[src/rtl/core/bfrc_pkg.sv]
`timescale 1ns / 1ps
// ----------------------------------------------------------------------------
// bfrc_pkg
// Shared types, codes and the byte-wide crc update for the fragment
// reassembly checker.
// ----------------------------------------------------------------------------
package bfrc_pkg;

    // packet type bytes
    localparam logic [7:0] PKT_FIRST  = 8'h00;
    localparam logic [7:0] PKT_MIDDLE = 8'h40;
    localparam logic [7:0] PKT_SINGLE = 8'h80;
    localparam logic [7:0] PKT_FINAL  = 8'hC0;

    // frame check constants
    localparam logic [7:0]  MAGIC_BYTE = 8'h3A;
    localparam logic [15:0] CRC_POLY   = 16'h1021;
    localparam logic [15:0] CRC_INIT   = 16'hFFFF;
    localparam logic [16:0] LEN_MAX    = 17'h1FFFF;
    localparam logic [16:0] LEN_MIN    = 17'd3;

    // result status codes
    localparam logic [2:0] STATUS_NONE      = 3'd0;
    localparam logic [2:0] STATUS_OK        = 3'd1;
    localparam logic [2:0] STATUS_BAD_MAGIC = 3'd2;
    localparam logic [2:0] STATUS_BAD_SIZE  = 3'd3;
    localparam logic [2:0] STATUS_BAD_CRC   = 3'd4;
    localparam logic [2:0] STATUS_UNKNOWN   = 3'd5;

    // packet parser mode
    typedef enum logic [2:0] {
        MODE_IDLE   = 3'd0,
        MODE_APPEND = 3'd1,
        MODE_LAST   = 3'd2,
        MODE_LONE   = 3'd3,
        MODE_DROP   = 3'd4
    } mode_t;

    // crc-16/ccitt-false update over one byte, msb first
    function automatic logic [15:0] crc16_byte(input logic [15:0] crc_in,
                                               input logic [7:0]  data);
        logic [15:0] c;
        c = crc_in ^ {data, 8'h00};
        for (int i = 0; i < 8; i++)
        begin
            if (c[15])
            begin
                c = {c[14:0], 1'b0} ^ CRC_POLY;
            end
            else
            begin
                c = {c[14:0], 1'b0};
            end
        end
        return c;
    endfunction

endpackage

[src/rtl/core/ble_fragment_reassembly_checker_core.sv]
`timescale 1ns / 1ps
// A transaction accepted into the input register passes through the frame logic into the result register.
// Throughput: one byte per cycle; the input register and the result register each
// take a new transaction whenever the stage after them moves on.
// The crc update, length counter and frame check are combinational logic between those registers.
// Reset (rst_n low, asynchronous): parser between packets, both frames empty with crc 0xFFFF,
// crc check enabled, no transaction held in either register.
// ----------------------------------------------------------------------------
// ble_fragment_reassembly_checker_core
// Byte-serial packet parser that reassembles multi-packet and lone frames,
// echoes frame bytes with offsets and checks magic, size and crc at frame end.
// ----------------------------------------------------------------------------
module ble_fragment_reassembly_checker_core
    import bfrc_pkg::*;
(
    input  logic        clk,
    input  logic        rst_n,
    // configuration
    input  logic        cfg_write_enable,
    input  logic        cfg_write_data,
    // input channel
    input  logic        in_valid,
    output logic        in_ready,
    input  logic [7:0]  packet_byte,
    input  logic        packet_start,
    input  logic        packet_end,
    // output channel
    output logic        out_valid,
    input  logic        out_ready,
    output logic [7:0]  frame_byte,
    output logic        byte_in_frame,
    output logic [15:0] frame_offset,
    output logic        frame_is_lone,
    output logic        frame_end,
    output logic [2:0]  status
);

    // configuration register
    logic crc_en_reg;

    // input stage
    logic       in_valid_reg;
    logic [7:0] byte_reg;
    logic       start_reg;
    logic       end_reg;

    // frame state
    mode_t       mode_reg, mode_next;
    logic [15:0] m_crc_reg, m_crc_next;
    logic [16:0] m_len_reg, m_len_next;
    logic [15:0] m_size_reg, m_size_next;
    logic [7:0]  m_magic_reg, m_magic_next;
    logic [15:0] l_crc_reg, l_crc_next;
    logic [16:0] l_len_reg, l_len_next;
    logic [15:0] l_size_reg, l_size_next;
    logic [7:0]  l_magic_reg, l_magic_next;

    // result stage
    logic        out_valid_reg;
    logic [7:0]  res_byte_reg;
    logic        res_in_frame_reg, res_in_frame_next;
    logic [15:0] res_offset_reg, res_offset_next;
    logic        res_lone_reg, res_lone_next;
    logic        res_end_reg, res_end_next;
    logic [2:0]  res_status_reg, res_status_next;

    // combinational helpers
    logic        advance;
    logic        add_multi;
    logic        add_lone;
    logic [16:0] add_off;
    logic [15:0] add_crc;
    logic [16:0] add_len;
    logic [15:0] add_size;
    logic [7:0]  add_magic;
    logic [15:0] chk_crc;
    logic [16:0] chk_len;
    logic [15:0] chk_size;
    logic [7:0]  chk_magic;
    logic [2:0]  chk_status;

    // handshake
    assign advance  = in_valid_reg && (!out_valid_reg || out_ready);
    assign in_ready = !in_valid_reg || advance;

    // configuration write
    always_ff @(posedge clk or negedge rst_n)
    begin
        if (!rst_n)
        begin
            crc_en_reg <= 1'b1;
        end
        else if (cfg_write_enable)
        begin
            crc_en_reg <= cfg_write_data;
        end
    end

    // input register
    always_ff @(posedge clk or negedge rst_n)
    begin
        if (!rst_n)
        begin
            in_valid_reg <= 1'b0;
        end
        else if (in_ready)
        begin
            in_valid_reg <= in_valid;
        end
    end

    always_ff @(posedge clk)
    begin
        if (in_valid && in_ready)
        begin
            byte_reg  <= packet_byte;
            start_reg <= packet_start;
            end_reg   <= packet_end;
        end
    end

    // selection of the frame that takes a data byte
    assign add_multi = !start_reg && (mode_reg == MODE_APPEND || mode_reg == MODE_LAST);
    assign add_lone  = !start_reg && (mode_reg == MODE_LONE);

    // byte append: offset capture, crc update, saturating length
    always_comb
    begin
        logic [15:0] src_crc;
        logic [16:0] src_len;
        logic [15:0] src_size;
        logic [7:0]  src_magic;
        src_crc   = add_lone ? l_crc_reg   : m_crc_reg;
        src_len   = add_lone ? l_len_reg   : m_len_reg;
        src_size  = add_lone ? l_size_reg  : m_size_reg;
        src_magic = add_lone ? l_magic_reg : m_magic_reg;
        add_off   = src_len;
        add_size  = src_size;
        add_magic = src_magic;
        if (src_len == 17'd0)
        begin
            add_size = {src_size[15:8], byte_reg};
        end
        else if (src_len == 17'd1)
        begin
            add_size = {byte_reg, src_size[7:0]};
        end
        else if (src_len == 17'd2)
        begin
            add_magic = byte_reg;
        end
        add_crc = crc16_byte(src_crc, byte_reg);
        add_len = (src_len < LEN_MAX) ? src_len + 17'd1 : src_len;
    end

    // parser: type decode, frame update, end-of-packet check
    always_comb
    begin
        mode_next         = mode_reg;
        m_crc_next        = m_crc_reg;
        m_len_next        = m_len_reg;
        m_size_next       = m_size_reg;
        m_magic_next      = m_magic_reg;
        l_crc_next        = l_crc_reg;
        l_len_next        = l_len_reg;
        l_size_next       = l_size_reg;
        l_magic_next      = l_magic_reg;
        res_in_frame_next = 1'b0;
        res_offset_next   = 16'd0;
        res_lone_next     = 1'b0;
        res_end_next      = 1'b0;
        res_status_next   = STATUS_NONE;

        if (start_reg)
        begin
            case (byte_reg)
                PKT_FIRST:
                begin
                    m_crc_next   = CRC_INIT;
                    m_len_next   = 17'd0;
                    m_size_next  = 16'd0;
                    m_magic_next = 8'd0;
                    mode_next    = MODE_APPEND;
                end
                PKT_MIDDLE:
                begin
                    mode_next = MODE_APPEND;
                end
                PKT_FINAL:
                begin
                    mode_next = MODE_LAST;
                end
                PKT_SINGLE:
                begin
                    l_crc_next   = CRC_INIT;
                    l_len_next   = 17'd0;
                    l_size_next  = 16'd0;
                    l_magic_next = 8'd0;
                    mode_next    = MODE_LONE;
                end
                default:
                begin
                    res_status_next = STATUS_UNKNOWN;
                    mode_next       = MODE_DROP;
                end
            endcase
        end
        else if (add_multi)
        begin
            res_in_frame_next = 1'b1;
            res_offset_next   = add_off[16] ? 16'hFFFF : add_off[15:0];
            m_crc_next        = add_crc;
            m_len_next        = add_len;
            m_size_next       = add_size;
            m_magic_next      = add_magic;
        end
        else if (add_lone)
        begin
            res_in_frame_next = 1'b1;
            res_lone_next     = 1'b1;
            res_offset_next   = add_off[16] ? 16'hFFFF : add_off[15:0];
            l_crc_next        = add_crc;
            l_len_next        = add_len;
            l_size_next       = add_size;
            l_magic_next      = add_magic;
        end

        // frame check on the updated frame state
        chk_crc   = (mode_next == MODE_LONE) ? l_crc_next   : m_crc_next;
        chk_len   = (mode_next == MODE_LONE) ? l_len_next   : m_len_next;
        chk_size  = (mode_next == MODE_LONE) ? l_size_next  : m_size_next;
        chk_magic = (mode_next == MODE_LONE) ? l_magic_next : m_magic_next;
        if (chk_len < LEN_MIN || chk_magic != MAGIC_BYTE)
        begin
            chk_status = STATUS_BAD_MAGIC;
        end
        else if ({1'b0, chk_size} != chk_len)
        begin
            chk_status = STATUS_BAD_SIZE;
        end
        else if (crc_en_reg && chk_crc != 16'd0)
        begin
            chk_status = STATUS_BAD_CRC;
        end
        else
        begin
            chk_status = STATUS_OK;
        end

        // end of packet
        if (end_reg && mode_next != MODE_IDLE)
        begin
            if (mode_next == MODE_LAST)
            begin
                res_end_next    = 1'b1;
                res_status_next = chk_status;
                m_crc_next      = CRC_INIT;
                m_len_next      = 17'd0;
                m_size_next     = 16'd0;
                m_magic_next    = 8'd0;
            end
            else if (mode_next == MODE_LONE)
            begin
                res_end_next    = 1'b1;
                res_lone_next   = 1'b1;
                res_status_next = chk_status;
            end
            mode_next = MODE_IDLE;
        end
    end

    // frame state registers
    always_ff @(posedge clk or negedge rst_n)
    begin
        if (!rst_n)
        begin
            mode_reg    <= MODE_IDLE;
            m_crc_reg   <= CRC_INIT;
            m_len_reg   <= 17'd0;
            m_size_reg  <= 16'd0;
            m_magic_reg <= 8'd0;
            l_crc_reg   <= CRC_INIT;
            l_len_reg   <= 17'd0;
            l_size_reg  <= 16'd0;
            l_magic_reg <= 8'd0;
        end
        else if (advance)
        begin
            mode_reg    <= mode_next;
            m_crc_reg   <= m_crc_next;
            m_len_reg   <= m_len_next;
            m_size_reg  <= m_size_next;
            m_magic_reg <= m_magic_next;
            l_crc_reg   <= l_crc_next;
            l_len_reg   <= l_len_next;
            l_size_reg  <= l_size_next;
            l_magic_reg <= l_magic_next;
        end
    end

    // result register
    always_ff @(posedge clk or negedge rst_n)
    begin
        if (!rst_n)
        begin
            out_valid_reg <= 1'b0;
        end
        else if (advance)
        begin
            out_valid_reg <= 1'b1;
        end
        else if (out_ready)
        begin
            out_valid_reg <= 1'b0;
        end
    end

    always_ff @(posedge clk)
    begin
        if (advance)
        begin
            res_byte_reg     <= byte_reg;
            res_in_frame_reg <= res_in_frame_next;
            res_offset_reg   <= res_offset_next;
            res_lone_reg     <= res_lone_next;
            res_end_reg      <= res_end_next;
            res_status_reg   <= res_status_next;
        end
    end

    // output drive
    assign out_valid     = out_valid_reg;
    assign frame_byte    = res_byte_reg;
    assign byte_in_frame = res_in_frame_reg;
    assign frame_offset  = res_offset_reg;
    assign frame_is_lone = res_lone_reg;
    assign frame_end     = res_end_reg;
    assign status        = res_status_reg;

endmodule

[config.mk]
export PLATFORM = sky130hd
export DESIGN_NAME = ble_fragment_reassembly_checker_core
export DESIGN_NICKNAME = d
export VERILOG_FILES = /design/src/rtl/core/bfrc_pkg.sv /design/src/rtl/core/ble_fragment_reassembly_checker_core.sv
export SDC_FILE = /design/constraint.sdc
export NUM_CORES = 1
export LEC_CHECK = 0
export BUFFER_PORTS_ARGS = -buffer_cell sky130_fd_sc_hd__clkbuf_2
export CORE_MARGIN = 1
export CORE_UTILIZATION = 40
export CTS_CLUSTER_DIAMETER = 150
export DETAILED_ROUTE_END_ITERATION = 16
export GPL_ROUTABILITY_DRIVEN = 1
export HOLD_SLACK_MARGIN = 0.1
export PLACE_DENSITY_LB_ADDON = 0.08
export SLEW_MARGIN = 20
export SYNTH_ARGS = -nofsm -noshare
export SYNTH_HDL_FRONTEND = slang
export SYNTH_SLANG_ARGS = --single-unit
[constraint.sdc]
create_clock -name clk -period 5.25 [get_ports clk]
set_input_delay 0.525 -clock clk [delete_from_list [all_inputs] [get_ports clk]]
set_output_delay 0.525 -clock clk [all_outputs]
set_load 0.02 [all_outputs]
# Word level (Yosys, flattened, before mapping)
# Index checks and enable logic that the tools add are counted.
# totals
output_inout_bits	32
wordCells	148
input_bits	16
register_bits	160
# op_classes
n_eq_ne	12
muxes	83
n_addsub	1
n_bitwise	9
n_reduce_logical	20
order_cmp	2
# op_table
operator	n
$mux W16	27
$mux W17	12
$mux W8	14
$mux W13	8
$mux W3	10
$not A3 Y3	8
$add A17 B1 Y17 const B	1
$eq A17 B1 Y1 const B	1
$eq A17 B2 Y1 const B	1
$logic_not A17 Y1	1
$lt A17 B17 Y1 const B	1
$lt A17 B2 Y1 const B	1
$ne A16 B17 Y1	1
$eq A8 B8 Y1 const B	2
$reduce_bool A16 Y1	1
$xor A16 B16 Y16	1
$eq A3 B2 Y1 const B	4
$mux W1	11
$pmux W3 S3	1
$eq A8 B7 Y1 const B	1
$logic_not A8 Y1	1
$ne A8 B6 Y1 const B	1
$logic_and A1 B1 Y1	6
$logic_or A1 B1 Y1	4
other kinds (6)	8

# Longest topological paths before layout
# Gate-level depths: netlist of the first run.
# depth
depth_word	32
depth_mapped	24
ltp_nobuf	16

# Worst setup path after synthesis of the first run
# OpenSTA, ideal clock, no wires.
# synth_timing
kind	reg2reg
startpoint	register mode_reg[0]
endpoint	register res_status_reg[1], in the netlist status[1], data pin
t_required_ns	4.995
n_path_buf	8
arrival_time_ns	4.493
stages_incl_launch_ff	24
slack_ns	0.503
setup_ns	0.255
synth_period_minus_slack_ns	4.747
path_cell_list	dfrtp_1 buf_4 nand4bb_1 buf_6 buf_4 buf_2 buf_2 buf_2 buf_2 buf_1 a21oi_1 inv_1 ha_1 and2_1 nand4_2 a21oi_2 nand2_2 xnor2_1 o221a_2 a2111oi_2 nand4_1 nor4_2 nand3_1 and2_1
# synth_between
elab_chain_len	17
elab_cells_between_ends	52
cone_classes	add/sub (1); order compare (2); eq/ne (9); mux (33); reduce/logical (7)
# synth_rtl
item	line_no	rtl
start, declared	ble_fragment_reassembly_checker_core.sv:48	mode_t mode_reg, mode_next;
start signal, assigned	ble_fragment_reassembly_checker_core.sv:289	mode_reg <= mode_next;
branches (longest 16 deep; another with $add A17 B1 Y17)	n/a	
$mux W3 *	ble_fragment_reassembly_checker_core.sv:251	if (end_reg && mode_next != MODE_IDLE)
end signal, assigned	ble_fragment_reassembly_checker_core.sv:327	res_status_reg <= res_status_next;
end, declared	ble_fragment_reassembly_checker_core.sv:65	logic [2:0] res_status_reg, res_status_next;
# Every way passes the cells marked *.
# A chain may end at the register's enable or synchronous reset.

# Final worst setup path of the first run
# layout_timing
startpoint	register mode_reg[1]
endpoint	register res_status_reg[0], in the netlist status[0], data pin
# layout_between
elab_chain_len	26
elab_cells_between_ends	79
cone_classes	add/sub (1); order compare (2); eq/ne (9); mux (49); bitwise (9); reduce/logical (9)
# layout_rtl
item	line_no
branches (longest 25 deep; another with $add A17 B1 Y17)	n/a
$mux W3 *	ble_fragment_reassembly_checker_core.sv:251
named net res_status_next[0]	ble_fragment_reassembly_checker_core.sv:65
# Mark *: on every way through the listed nets, which the timed path passes.

==> impl_summary.md, run 1 <==
Status
The run finished with clean final reports.

Clock tree
In this run, post-CTS hold repair placed 0 buffers. After clock tree synthesis, the clock-pin slew on the worst setup and hold paths is 0.07 ns. The post-CTS resize count is 0. The later-pin clock latency in the skew report is 0.45 ns. The TritonCTS clock tree is built. In this run the clock root is driven by a sky130_fd_sc_hd__clkbuf_16. Counting every sink on the clock net gives 160. CTS built an H-tree with a depth of 4.

The post-CTS setup repair buffer count is 0. The number of buffers added by the clock tree synthesis step is 17. The buffer depth of the longest clock path is 2.

Timing
At the pin with the least slew margin, the transition time is 1.06 ns. Summed over all failing endpoints, the final setup total negative slack is 0 ns. The number of max-slew violations in the final report is 0.

The worst-case setup margin in the final layout is 0.803 ns. Static timing analysis puts the maximum clock frequency at 225 MHz. Setup repair after global routing left no endpoint under its margin. Setup violations remaining at the end of the flow were counted as 0. The worst pin sits at a relative slew slack of 28.9%. The routed design could run at a clock period as short as 4.45 ns. In the finished design, the share of the clock period the worst path needs comes to 84.7%. The smallest hold slack is 0.192 ns. The clock tree skew after final layout is 0.0155 ns. The number of endpoints with negative hold slack in the final report came to 0.

Route
The first detailed-routing pass took 5 iterations. The count of nets left with antenna violations after detail routing is 0. Summed over all layers, the routed wires come to 39300 µm. The number of DRC markers after the initial detailed-route iteration is 931. The count of unresolved DRC violations after routing is 0.

After detailed routing, the average wire length per cell comes to 26.0 µm. The mean number of vias per cell is 6.40. The vias after detailed routing is 9688.

Pwr
The reported net switching power is 899 µW. Summed over all cells, the static leakage comes to 0.00456 µW. The internal power consumption is 2070 µW. Dividing total power by cell area gives a power density of 255 nW/µm². Of the total power, the clock network draws 43.2%. Sequential cells burn 45.5% of the power. The highest ir drop seen on vdd is 0.000205 V. The combinational group share of total power is 11.3%. Net switching is 30.3% of the power.

Global route
Summed over all layers, the global routing overflow is 0. The pin count of the biggest net entering global routing is 75. The via count of the first global-routing pass was 9481. The number of antenna violations at the first check in global routing came to 0. Global routing used 30.5% of the available tracks across all layers.

The global-route wire length before repair is 60600 µm.

Run
The max-cap violation count is 0.

Cells and area
The most common library cell in the layout ignoring fill and taps is sky130_fd_sc_hd__nand2_1. The count of placed standard cells in the final layout, fillers left out is 1513. After routing the design area is 11700 µm².

The number of antenna diodes in the final layout is 0. The share of post-route cells with drive strength above 1 is 19.1%. The area overhead of the layout relative to synthesis is 10.7%. In the layout the commonest cells are sky130_fd_sc_hd__nand2_1 (144), sky130_fd_sc_hd__dfrtp_1 (87), sky130_fd_sc_hd__o21ai_0 (75). Fill cells in the final layout number 2494. In the final design database the tool counted 1184 nets.

Logic synthesis
The commonest register cell after synthesis is sky130_fd_sc_hd__dfrtp_1. Summing the sequential cell areas from Yosys gives 40.3% of the chip area. The largest area contributor in the netlist is sky130_fd_sc_hd__dfrtp_1. The count of different cell masters after synthesis is 106.

The number of register bits inferred by synthesis is 160. Ranked by total cell area, the synthesized netlist is headed by sky130_fd_sc_hd__dfrtp_1 (21%), sky130_fd_sc_hd__edfxtp_1 (11%), sky130_fd_sc_hd__dfstp_2 (8.2%), sky130_fd_sc_hd__nand2_1 (5.1%), sky130_fd_sc_hd__o21ai_0 (3.6%). After synthesis, the largest area contributor takes up 20.7% of total cell area.

The share of flip-flops with an asynchronous set or reset is 75.0%. In this run, synthesis inferred 40 flip-flops with an integrated enable. The warning count from the yosys run is 0. The number of standard cells after synthesis is 1152. In this run the cell area of the synthesized design comes to 10500 µm². The number of nets handed over by synthesis was 1171. A synthesized cell averages 9.14 µm².

Die
The area of the core is 25900 µm². The initial core utilization is 40.6%. 48 I/O pins were placed.

The initialized floorplan defines 59 standard-cell rows. The vertical extent of the die is 164 µm. The die boundary width is 164 µm. The die covers 27000 µm².

Worst setup path
The peak fanout along the critical path is 17. The worst setup path is launched from a flop. STA classifies the critical path endpoint as a flop. At the worst endpoint, the required time is 5.44 ns. The critical path start-end classification is flop to flop. The arrival time at the worst endpoint is 4.64 ns.

Place
Detailed placement ended at an HPWL of 27200 µm. Port buffering added 47 buffers. Once placement completed, the tool counted placed cells totaling 1481. After detailed placement, the total cell area comes to 11100 µm². The pre-CTS setup slack is 0.906 ns. The routability-driven placement congestion ratio is 0.930.

Min path
The type of the tightest min-delay check is input port to async pin.
==> critical path: stages (launching register included) <==
cell                        delay, ns
sky130_fd_sc_hd__dfrtp_1         0.54
sky130_fd_sc_hd__and4bb_4        0.48
sky130_fd_sc_hd__mux2i_1         0.33
sky130_fd_sc_hd__ha_1            0.28
sky130_fd_sc_hd__nor4b_4         0.33
sky130_fd_sc_hd__a31o_1          0.42
sky130_fd_sc_hd__nand2_1         0.27
sky130_fd_sc_hd__a21boi_1        0.23
sky130_fd_sc_hd__mux2i_1         0.11
sky130_fd_sc_hd__a2111oi_2       0.38
sky130_fd_sc_hd__nand4_1         0.17
sky130_fd_sc_hd__nor4_2          0.35
sky130_fd_sc_hd__nor2b_1         0.20
sky130_fd_sc_hd__o21ai_1         0.08
==> metal layers <==
layer  vias up  GRT usage (%)  routed length [µm]
li1       4335              -                   -
met1      4780           40.9               16900
met2       461           47.0               17600
met3       112           6.44                3050
met4         0           13.7                1750
met5         -              0                   0
==> cells in the mapped netlist, types with 15 or more instances <==
master	n
sky130_fd_sc_hd__dfrtp_1	87
sky130_fd_sc_hd__nor2_1	76
sky130_fd_sc_hd__clkbuf_1	47
sky130_fd_sc_hd__and3_1	15
sky130_fd_sc_hd__a22o_1	40
sky130_fd_sc_hd__o31ai_1	22
sky130_fd_sc_hd__buf_2	27
sky130_fd_sc_hd__o22a_1	22
sky130_fd_sc_hd__nand2_1	144
sky130_fd_sc_hd__o21ai_0	75
sky130_fd_sc_hd__mux2i_1	28
sky130_fd_sc_hd__xor2_1	16
sky130_fd_sc_hd__nor3_1	27
sky130_fd_sc_hd__a31oi_1	27
sky130_fd_sc_hd__nand4_1	29
sky130_fd_sc_hd__a21oi_1	72
sky130_fd_sc_hd__edfxtp_1	40
sky130_fd_sc_hd__nand3_1	38
sky130_fd_sc_hd__xnor2_1	31
sky130_fd_sc_hd__dfstp_2	33
==> through the flow <==
stage | util [%] | total power [µW]
floorplan | - | 1580
global placement | 42.7 | 1710
detailed placement | 42.7 | 1710
CTS | 45.0 | 2990
global route | 45.0 | 3070
finish | 45.0 | 2970
==> power by group through the flow <==
stage                     Sequential (µW)  Clock [µW]  Combinational [µW]
final                                1350        1280                 336
after global routing                 1360        1350                 364
after CTS                            1350        1300                 337
after detailed placement             1380           0                 336
after global placement               1380           0                 337
after floorplan                      1390           0                 186
==> logic make-up after synthesis <==
logic type               share of synthesized area (%)
XOR/XNOR                                          5.15
AO/OA/AOI/OAI                                     24.3
AND/OR/NAND/NOR                                   21.4
flip-flops                                        40.3
multiplexers                                      3.55
buffers and inverters                             4.91
adder cells (fa/ha/maj)                          0.357
==> layout make-up <==
| type | count | area, µm² | share of cell area (%) |
|---|---|---|---|
| Multi-Input combinational cell | 886 | 5790 | 49.7 |
| Clock inverter | 15 | 164 | 1.41 |
| Clock buffer | 17 | 425 | 3.65 |
| Tap cell | 335 | 419 | 3.60 |
| Sequential cell | 160 | 4250 | 36.4 |
| Timing Repair Buffer | 89 | 566 | 4.85 |
| Inverter | 11 | 41.3 | 0.354 |
==> worst paths after layout <==
kind	start	depth (start not counted)	slack, ns	end
min in group clk	packet_end	1	0.25	end_reg
hold / removal	rst_n	1	0.19	l_len_reg[9]
setup / recovery	mode_reg[1]	13	0.80	status[0]
hold reg to reg	in_valid_reg	1	0.50	out_valid
setup reg to reg	mode_reg[1]	13	0.80	status[0]
max in group asynchronous	rst_n	2	3.77	m_size_reg[7]
(Power assumes the default switching activity.)
==> inputs of run 2 (changes only) <==
Settings changed: ABC_AREA set to 1.
Clock period 5.25 ns to 4.3 ns, I/O delays scaled along.
==> run 2 against run 1 <==
  * Clock-buffer cell count rose by 3
  * Core utilization fell by 0.15 points
  * Non-clock buffer count fell by 8
  * Sequential share of layout area fell by 1.2 points
  * Global-route usage fell by 3.3 points
  * Via count rose by 11%
  * First-iteration DRC count fell by 1.5%
  * Fmax rose by 12%
  * Critical path type unchanged
  * Clock power rose by 17%
  * Critical endpoint unchanged
  * Highest routed layer unchanged
  * Synthesized cell count rose by 40%
==> impl_summary.md, run 2 <==
Clock tree
The deepest level of the CTS H-tree is 4 (unchanged). The buffer depth of the longest clock path is 2 (unchanged). The clock-pin slew on the worst setup and hold paths is 0.07 ns (about the same). The number of buffers added by the clock tree synthesis step is 17 (unchanged). The total clock sinks was 160 (unchanged). The later-pin clock latency in the skew report is 0.45 ns (about the same). The root buffer cell is sky130_fd_sc_hd__clkbuf_16 (unchanged). The post-CTS setup repair buffer count is 0 (unchanged). The TritonCTS clock tree is built (unchanged).

The post-CTS resize count is 0 (unchanged). The count of hold-fix buffers inserted at cts came to 0 (unchanged).

Worst setup path
The endpoint type of the worst setup path was a flop (unchanged). The internal reg-to-reg setup slack is 0.32 ns (was 0.80 ns). The required time of the worst setup path is 4.50 ns (was 5.44 ns). The endpoint of the lowest-slack register-to-register path was status[0] (unchanged). The reg-to-reg startpoint is mode_reg[0] (was mode_reg[1]). The type of origin of the critical path is a flop (unchanged). The peak fanout along the critical path is 18 (was 17).

The critical path start-end classification is flop to flop (unchanged). The arrival time at the worst endpoint is 4.19 ns (was 4.64 ns). The worst-case reg-to-reg path depth is 18 (was 13).

Route
The number of DRC markers after the initial detailed-route iteration is 917 (was 931). The vias after detailed routing is 10754 (was 9688). The sum of routed wire length over all layers is 37200 µm (was 39300 µm).

The count of nets left with antenna violations after detail routing is 0 (unchanged). The average wire per cell in the routed design is 18.7 µm (was 26.0 µm). The count of unresolved DRC violations after routing is 0 (unchanged). The iteration count of the initial detailed-routing pass is 5 (unchanged). The mean number of vias per cell is 5.41 (was 6.40).

Place
The port buffer count is 47 (unchanged). The cell area reported after detailed placement came to 11500 µm² (was 11100 µm²). The number of placed cells counting well taps is 1954 (was 1481). The pre-CTS setup slack was 0.392 ns (was 0.906 ns). The estimated wirelength of the detail-placed design is 25300 µm (was 27200 µm). The routability-driven placement congestion ratio is 0.893 (was 0.930).

Cells and area
The share of post-route cells with drive strength above 1 is 11.6% (was 19.1%). The most common library cell in the layout ignoring fill and taps is sky130_fd_sc_hd__nand2_1 (unchanged). The area overhead of the layout relative to synthesis came to 10.4% (was 10.7%). The final net count was 1651 (was 1184).

The count of placed standard cells in the final layout, fillers left out came to 1986 (was 1513). The number of fillers in the final layout is 2778 (was 2494). The final non-filler cell area was 12000 µm² (was 11700 µm²). Most frequent cells in the layout: sky130_fd_sc_hd__nand2_1 (573), sky130_fd_sc_hd__nand3_1 (155), sky130_fd_sc_hd__inv_1 (149) (was sky130_fd_sc_hd__nand2_1 (144), sky130_fd_sc_hd__dfrtp_1 (87), sky130_fd_sc_hd__o21ai_0 (75)). The number of antenna diodes is 0 (unchanged).

Timing
The worst-case setup margin in the final layout is 0.315 ns (was 0.803 ns). The worst-margin pin slew is 0.986 ns (was 1.06 ns). The remaining max-slew budget at the tightest pin is 34.2% (was 28.9%). RSZ-0062 raised after global routing: false (unchanged). The final setup violation count came to 0 (unchanged). The number of endpoints with negative hold slack in the final report is 0 (unchanged).

The fmax is 251 MHz (was 225 MHz). The clock tree skew after final layout came to 0.0166 ns (was 0.0155 ns). The post-route setup TNS is 0 ns (unchanged). The post-route minimum period is 3.98 ns (was 4.45 ns). The final cycle utilization of the critical path is 92.7% (was 84.7%). The number of max-slew violations in the final report is 0 (unchanged).

Logic synthesis
The share of flip-flops with an asynchronous set or reset is 75.0% (unchanged). The largest area contributor in the netlist is sky130_fd_sc_hd__dfrtp_1 (unchanged). The most repeated cell in the gate-level netlist after synthesis was sky130_fd_sc_hd__nand2_1 (unchanged). The warning count from the yosys run is 0 (unchanged).

The number of enable-type register cells in the synthesized netlist is 40 (unchanged). The area share of the largest cell type after synthesis is 20.0% (was 20.7%). The commonest register cell after synthesis is sky130_fd_sc_hd__dfrtp_1 (unchanged). The netlist area before placement came to 10900 µm² (was 10500 µm²). The number of standard cells after synthesis is 1614 (was 1152). The net count of the mapped netlist is 1633 (was 1171). The count of different cell masters after synthesis is 42 (was 106). The average cell area after synthesis was 6.76 µm² (was 9.14 µm²). The number of register bits inferred by synthesis is 160 (unchanged).

The fraction of the yosys area taken by sequential cells is 38.9% (was 40.3%). Top cells by area in the synthesized netlist: sky130_fd_sc_hd__dfrtp_1 (20%), sky130_fd_sc_hd__nand2_1 (20%), sky130_fd_sc_hd__edfxtp_1 (11%), sky130_fd_sc_hd__dfstp_2 (7.9%), sky130_fd_sc_hd__nand3_1 (7.1%) (was sky130_fd_sc_hd__dfrtp_1 (21%), sky130_fd_sc_hd__edfxtp_1 (11%), sky130_fd_sc_hd__dfstp_2 (8.2%), sky130_fd_sc_hd__nand2_1 (5.1%), sky130_fd_sc_hd__o21ai_0 (3.6%)). Ranking of synthesized cells by instance count: sky130_fd_sc_hd__nand2_1 (573), sky130_fd_sc_hd__nand3_1 (155), sky130_fd_sc_hd__inv_1 (151) (was sky130_fd_sc_hd__nand2_1 (144), sky130_fd_sc_hd__dfrtp_1 (87), sky130_fd_sc_hd__nor2_1 (76)).

Run
The max-cap violation count came to 0 (unchanged).

Status
Outcome: complete, no violations (unchanged).

Die
The row count came to 60 (was 59). The area of the core is 26900 µm² (was 25900 µm²). The die footprint is 27900 µm² (was 27000 µm²). The die boundary width is 167 µm (was 164 µm).

The number of top-level pins is 48 (unchanged). The vertical extent of the die is 167 µm (was 164 µm). The initial core utilization is 40.6% (about the same).

Pwr
The highest ir drop seen on vdd came to 0.000297 V (was 0.000205 V). The cell area power density is 575 nW/µm² (was 255 nW/µm²). The overall power of the completed layout is 6930 µW (was 2970 µW). The static leakage was 0.00587 µW (was 0.00456 µW).

Min path
The type of the tightest min-delay check is input port to async pin (unchanged).

Global route
The global route total overflow came to 0 (unchanged). The number of antenna violations at the first check in global routing is 0 (unchanged). The global router's overall resource usage is 27.3% (was 30.5%).

The pin count of the biggest net entering global routing is 67 (was 75). The via count of the first global-routing pass is 9925 (was 9481). The global-route wire length before repair came to 58100 µm (was 60600 µm).
[run 2: cell types whose count changed in the layout (fill, tap and decap cells not counted), moves of 15 or more]
cell / before / now
sky130_fd_sc_hd__nand2_1: 144 / 573
sky130_fd_sc_hd__mux2i_1: 28 / 3
sky130_fd_sc_hd__o31ai_1: 22 / 0
sky130_fd_sc_hd__and3_1: 15 / 0
sky130_fd_sc_hd__nor3_1: 27 / 6
sky130_fd_sc_hd__a22o_1: 40 / 0
sky130_fd_sc_hd__nor2_1: 73 / 104
sky130_fd_sc_hd__inv_1: 9 / 149
sky130_fd_sc_hd__o22a_1: 22 / 0
sky130_fd_sc_hd__xnor2_1: 31 / 0
sky130_fd_sc_hd__nand3_1: 38 / 155
sky130_fd_sc_hd__nand4_1: 29 / 9
sky130_fd_sc_hd__o21ai_0: 75 / 121
[run 2: layout make-up]
cell class / count / area (µm²) / area share (%)
clock buffers: 20 / 447 / 3.71
well taps: 341 / 427 / 3.54
inverters: 159 / 601 / 4.99
flip-flops and latches: 160 / 4250 / 35.2
multi-input cells: 1213 / 5680 / 47.1
repair buffers: 81 / 543 / 4.51
clock inverters: 12 / 109 / 0.904
[run 2: critical path, stage by stage (launching register included)]
cell	delay (ns)
sky130_fd_sc_hd__dfrtp_1	0.42
sky130_fd_sc_hd__o21ai_2	0.63
sky130_fd_sc_hd__nor2_4	0.06
sky130_fd_sc_hd__nor2_4	0.49
sky130_fd_sc_hd__inv_1	0.43
sky130_fd_sc_hd__a21oi_1	0.26
sky130_fd_sc_hd__inv_1	0.06
sky130_fd_sc_hd__nand2_1	0.08
sky130_fd_sc_hd__nand2_1	0.05
sky130_fd_sc_hd__nand2_1	0.26
sky130_fd_sc_hd__nand3_1	0.12
sky130_fd_sc_hd__nand2_1	0.14
sky130_fd_sc_hd__nand2_1	0.06
sky130_fd_sc_hd__nor2_1	0.11
sky130_fd_sc_hd__nand2_1	0.07
sky130_fd_sc_hd__nor2_2	0.22
sky130_fd_sc_hd__nand3_1	0.13
sky130_fd_sc_hd__nand2_1	0.09
sky130_fd_sc_hd__nand2_1	0.05
[run 2: kinds of logic (layout without fill, tap and decap cells)]
group,after synthesis,in the layout,synth area share (%)
buffers and inverters,241,272,9.17
adders and majority gates,3,3,0.344
and+or+nand+nor,892,892,34.7
AOI/OAI and AO/OA,289,289,14.5
DFF,160,160,38.9
muxes,3,3,0.275
xor gates and xnor gates,26,26,2.09
[run 2: worst max path at each step]
stage	from	to	slack (ns)	cells after the start
after global routing	mode_reg[2]	status[0]	0.08	25
after detailed placement	mode_reg[0]	status[0]	0.39	18
after CTS	mode_reg[0]	status[0]	0.37	18
final	mode_reg[0]	status[0]	0.32	18
after floorplan	start_reg	status[1]	1.36	25
after global placement	mode_reg[1]	status[0]	0.43	18
[run 2: where the power goes]
part / switching (µW) / internal (µW)
Combinational: 2100 / 960
Clock: 690 / 812
Sequential: 275 / 2090
Total: 3060 / 3860
[run 2: metal layers]
metal  track usage [%]  wire (µm)  vias to the layer above
met4              10.1       1150                        0
li1                  -          -                     5289
met5                 0          0                        -
met1              36.9      16600                     5038
met2              45.0      17500                      366
met3              3.03       1920                       61
[run 2: through the flow]
step	hold slack [ns]	util, %
final	0.101	44.8
after global routing	0.143	44.8
after CTS	0.142	44.8
after detailed placement	0.476	42.8
after global placement	0.469	42.8
after floorplan	0.134	-
==> inputs of run 3 (changes only) <==
Settings changed: SETUP_SLACK_MARGIN set to 0.5.
==> run 3 against run 2 <==
  * Critical path depth grew 5
  * Via count grew 0.41%
  * Highest routed layer unchanged
  * Largest power group unchanged
  * Clock power is essentially flat
  * Worst setup slack gained 0.38 ns
==> impl_summary.md, run 3 (same netlist as run 2, synthesis figures left out) <==
Timing
The number of endpoints with negative hold slack in the final report came to 0 (unchanged). The post-route setup TNS is 0 ns (unchanged). The number of max-slew violations in the final report was 0 (unchanged). The final setup violation count came to 0 (unchanged). The fmax is 278 MHz (was 251 MHz).

The clock tree skew after final layout was 0.0142 ns (was 0.0166 ns). RSZ-0062 raised after global routing: false (unchanged). The remaining max-slew budget at the tightest pin came to 34.2% (about the same). The final cycle utilization of the critical path came to 83.7% (was 92.7%). The post-route minimum period came to 3.60 ns (was 3.98 ns). The worst-margin pin slew is 0.987 ns (was 0.986 ns).

Die
The number of top-level pins is 48 (unchanged). The initial core utilization came to 40.6% (unchanged). The row count is 60 (unchanged). The vertical extent of the die was 167 µm (unchanged). The die boundary width was 167 µm (unchanged). The die footprint is 27900 µm² (unchanged). The area of the core is 26900 µm² (unchanged).

Clock tree
The buffer depth of the longest clock path is 2 (unchanged). The deepest level of the CTS H-tree is 4 (unchanged). The TritonCTS clock tree was built (unchanged). The root buffer cell was sky130_fd_sc_hd__clkbuf_16 (unchanged). The later-pin clock latency in the skew report is 0.45 ns (about the same). The total clock sinks was 160 (unchanged). The clock-pin slew on the worst setup and hold paths is 0.07 ns (about the same).

The number of buffers added by the clock tree synthesis step is 17 (unchanged). The count of hold-fix buffers inserted at cts came to 0 (unchanged).

Route
The count of unresolved DRC violations after routing is 0 (unchanged). The sum of routed wire length over all layers is 37700 µm (was 37200 µm). The number of DRC markers after the initial detailed-route iteration was 1020 (was 917).

The count of nets left with antenna violations after detail routing was 0 (unchanged). The routed length on met3 was 1980 µm (was 1920 µm). The top layer used by detailed routing is met4 (unchanged).

The detailed-routed wire length on met2 is 17700 µm (was 17500 µm). The average wire per cell in the routed design is 18.8 µm (was 18.7 µm). The met1 wire length is 16900 µm (was 16600 µm).

The mean number of vias per cell is 5.40 (was 5.41). The vias after detailed routing came to 10798 (was 10754). The iteration count of the initial detailed-routing pass was 6 (was 5).

Cells and area
Most frequent cells in the layout: sky130_fd_sc_hd__nand2_1 (573), sky130_fd_sc_hd__nand3_1 (155), sky130_fd_sc_hd__inv_1 (148) (was sky130_fd_sc_hd__nand2_1 (573), sky130_fd_sc_hd__nand3_1 (155), sky130_fd_sc_hd__inv_1 (149)). The share of post-route cells with drive strength above 1 is 13.0% (was 11.6%). The footprint of the multi-input gates is 5780 µm² (was 5680 µm²). The area overhead of the layout relative to synthesis came to 12.6% (was 10.4%). The most common library cell in the layout ignoring fill and taps is sky130_fd_sc_hd__nand2_1 (unchanged).

The post-layout utilization of the core came to 45.7% (was 44.8%). The final net count is 1666 (was 1651). The number of antenna diodes is 0 (unchanged).

The register area is 4250 µm² (unchanged). The number of fillers in the final layout is 2761 (was 2778).

Pwr
The switching power share of the total came to 44.4% (was 44.2%). The internal power consumption is 3900 µW (was 3860 µW). The part of the power in registers was 33.8% (was 34.2%). The static leakage is 0.00597 µW (was 0.00587 µW).

The combinational group share of total power is 44.8% (was 44.1%). The clock share of power is 21.5% (was 21.7%). The reported net switching power is 3120 µW (was 3060 µW). The highest ir drop seen on vdd came to 0.000297 V (about the same). The cell area power density is 571 nW/µm² (was 575 nW/µm²).

Global route
The via count of the first global-routing pass was 9941 (was 9925). The global router's overall resource usage is 27.3% (about the same). The pin count of the biggest net entering global routing is 67 (unchanged). The global route total overflow is 0 (unchanged). The global-route wire length before repair is 58200 µm (was 58100 µm). The number of antenna violations at the first check in global routing came to 0 (unchanged).

Worst setup path
The endpoint of the lowest-slack register-to-register path is status[0] (unchanged). The endpoint type of the worst setup path is a flop (unchanged). The reg-to-reg startpoint is start_reg (was mode_reg[0]). The most repeated library cell on the critical path is sky130_fd_sc_hd__nand2_1 (unchanged). The required time of the worst setup path is 4.50 ns (about the same).

The peak fanout along the critical path is 19 (was 18). The critical path start-end classification is flop to flop (unchanged). The cell family contributing the most delay on the critical path is simple AND/OR/NAND/NOR gates (unchanged). The total buffers and inverters traversed by the critical path is 1 (was 2).

The type of origin of the critical path is a flop (unchanged). Cell-by-cell listing of the critical path: nor2_8 -> buf_4 -> nand2_4 -> nand2_1 -> nand2_1 -> nor2_1 -> nand2_1 -> nor2_2 -> nand2_1 -> nand2_1 -> nand2_1 -> nand2_1 -> nand2_1 -> nand2_1 -> nand3_1 -> nand2_1 -> nand2_1 -> nor2_1 -> nand2_1 -> nor2_4 -> nand3_1 -> nand2_1 -> nand2_1 (was o21ai_2 -> nor2_4 -> nor2_4 -> inv_1 -> a21oi_1 -> inv_1 -> nand2_1 -> nand2_1 -> nand2_1 -> nand3_1 -> nand2_1 -> nand2_1 -> nor2_1 -> nand2_1 -> nor2_2 -> nand3_1 -> nand2_1 -> nand2_1). The largest incremental delay on the critical path is 0.48 ns (was 0.63 ns). The slowest cell on the critical path is sky130_fd_sc_hd__edfxtp_1 (was sky130_fd_sc_hd__o21ai_2).

The arrival time at the worst endpoint is 3.80 ns (was 4.19 ns). The internal reg-to-reg setup slack is 0.70 ns (was 0.32 ns). The worst-case reg-to-reg path depth came to 23 (was 18).

Place
The port buffer count is 47 (unchanged). The routability-driven placement congestion ratio was 0.893 (unchanged). The estimated wirelength of the detail-placed design is 25300 µm (unchanged).

Run
The max-cap violation count was 0 (unchanged).

Min path
The type of the tightest min-delay check is input port to async pin (unchanged).

Status
Outcome: complete, no violations (unchanged).
-- run 3: timing repair --
action / 4_1_cts / 5_1_grt
cloned: 0 / 1
pin swaps: 1 / 4
setup buffers: 1 / 13
endpoints found under the setup margin: 3 / 3
gates resized for setup: 5 / 22
-- run 3: power by group through the flow --
stage	clock, µW	sequential (µW)	combinational, µW
2_1_floorplan	0	2370	2190
3_3_place_gp	0	2380	3010
3_5_place_dp	0	2390	3020
4_1_cts	1530	2360	3050
5_1_grt	1600	2430	3530
6_report	1510	2370	3140
-- run 3: how the worst max path moves through the flow --
stage / cells past startpoint / slack, ns / end / startpoint
floorplan: 25 / 1.36 / status[1] / start_reg
global placement: 18 / 0.43 / status[0] / mode_reg[1]
detailed placement: 18 / 0.39 / status[0] / mode_reg[0]
CTS: 21 / 0.55 / status[0] / mode_reg[2]
global route: 21 / 0.49 / status[0] / start_reg
finish: 23 / 0.70 / status[0] / start_reg
-- run 3: cell type report --
type / instances / share of cell area, %
clock buffer: 20 / 3.64
clock inverter: 12 / 0.886
inverter: 159 / 4.98
multi-input combinational: 1214 / 47.0
sequential: 160 / 34.6
tap: 341 / 3.47
timing repair buffer: 95 / 5.44
-- run 3: through the flow --
step	hold WS, ns	instance area [µm²]	total power (µW)	cells	setup WS (ns)
floorplan	0.134	10900	4560	1614	1.36
global placement	0.469	11500	5390	1954	0.431
detailed placement	0.476	11500	5400	1954	0.392
CTS	0.142	12100	6940	1987	0.549
global route	0.143	12300	7550	2001	0.485
finish	0.101	12300	7020	2001	0.699
-- run 3: metal layers --
| layer | track usage [%] | up-vias |
|---|---|---|
| li1 | - | 5315 |
| met1 | 37.1 | 5071 |
| met2 | 44.9 | 355 |
| met3 | 3.14 | 57 |
| met4 | 10.3 | 0 |
| met5 | 0 | - |
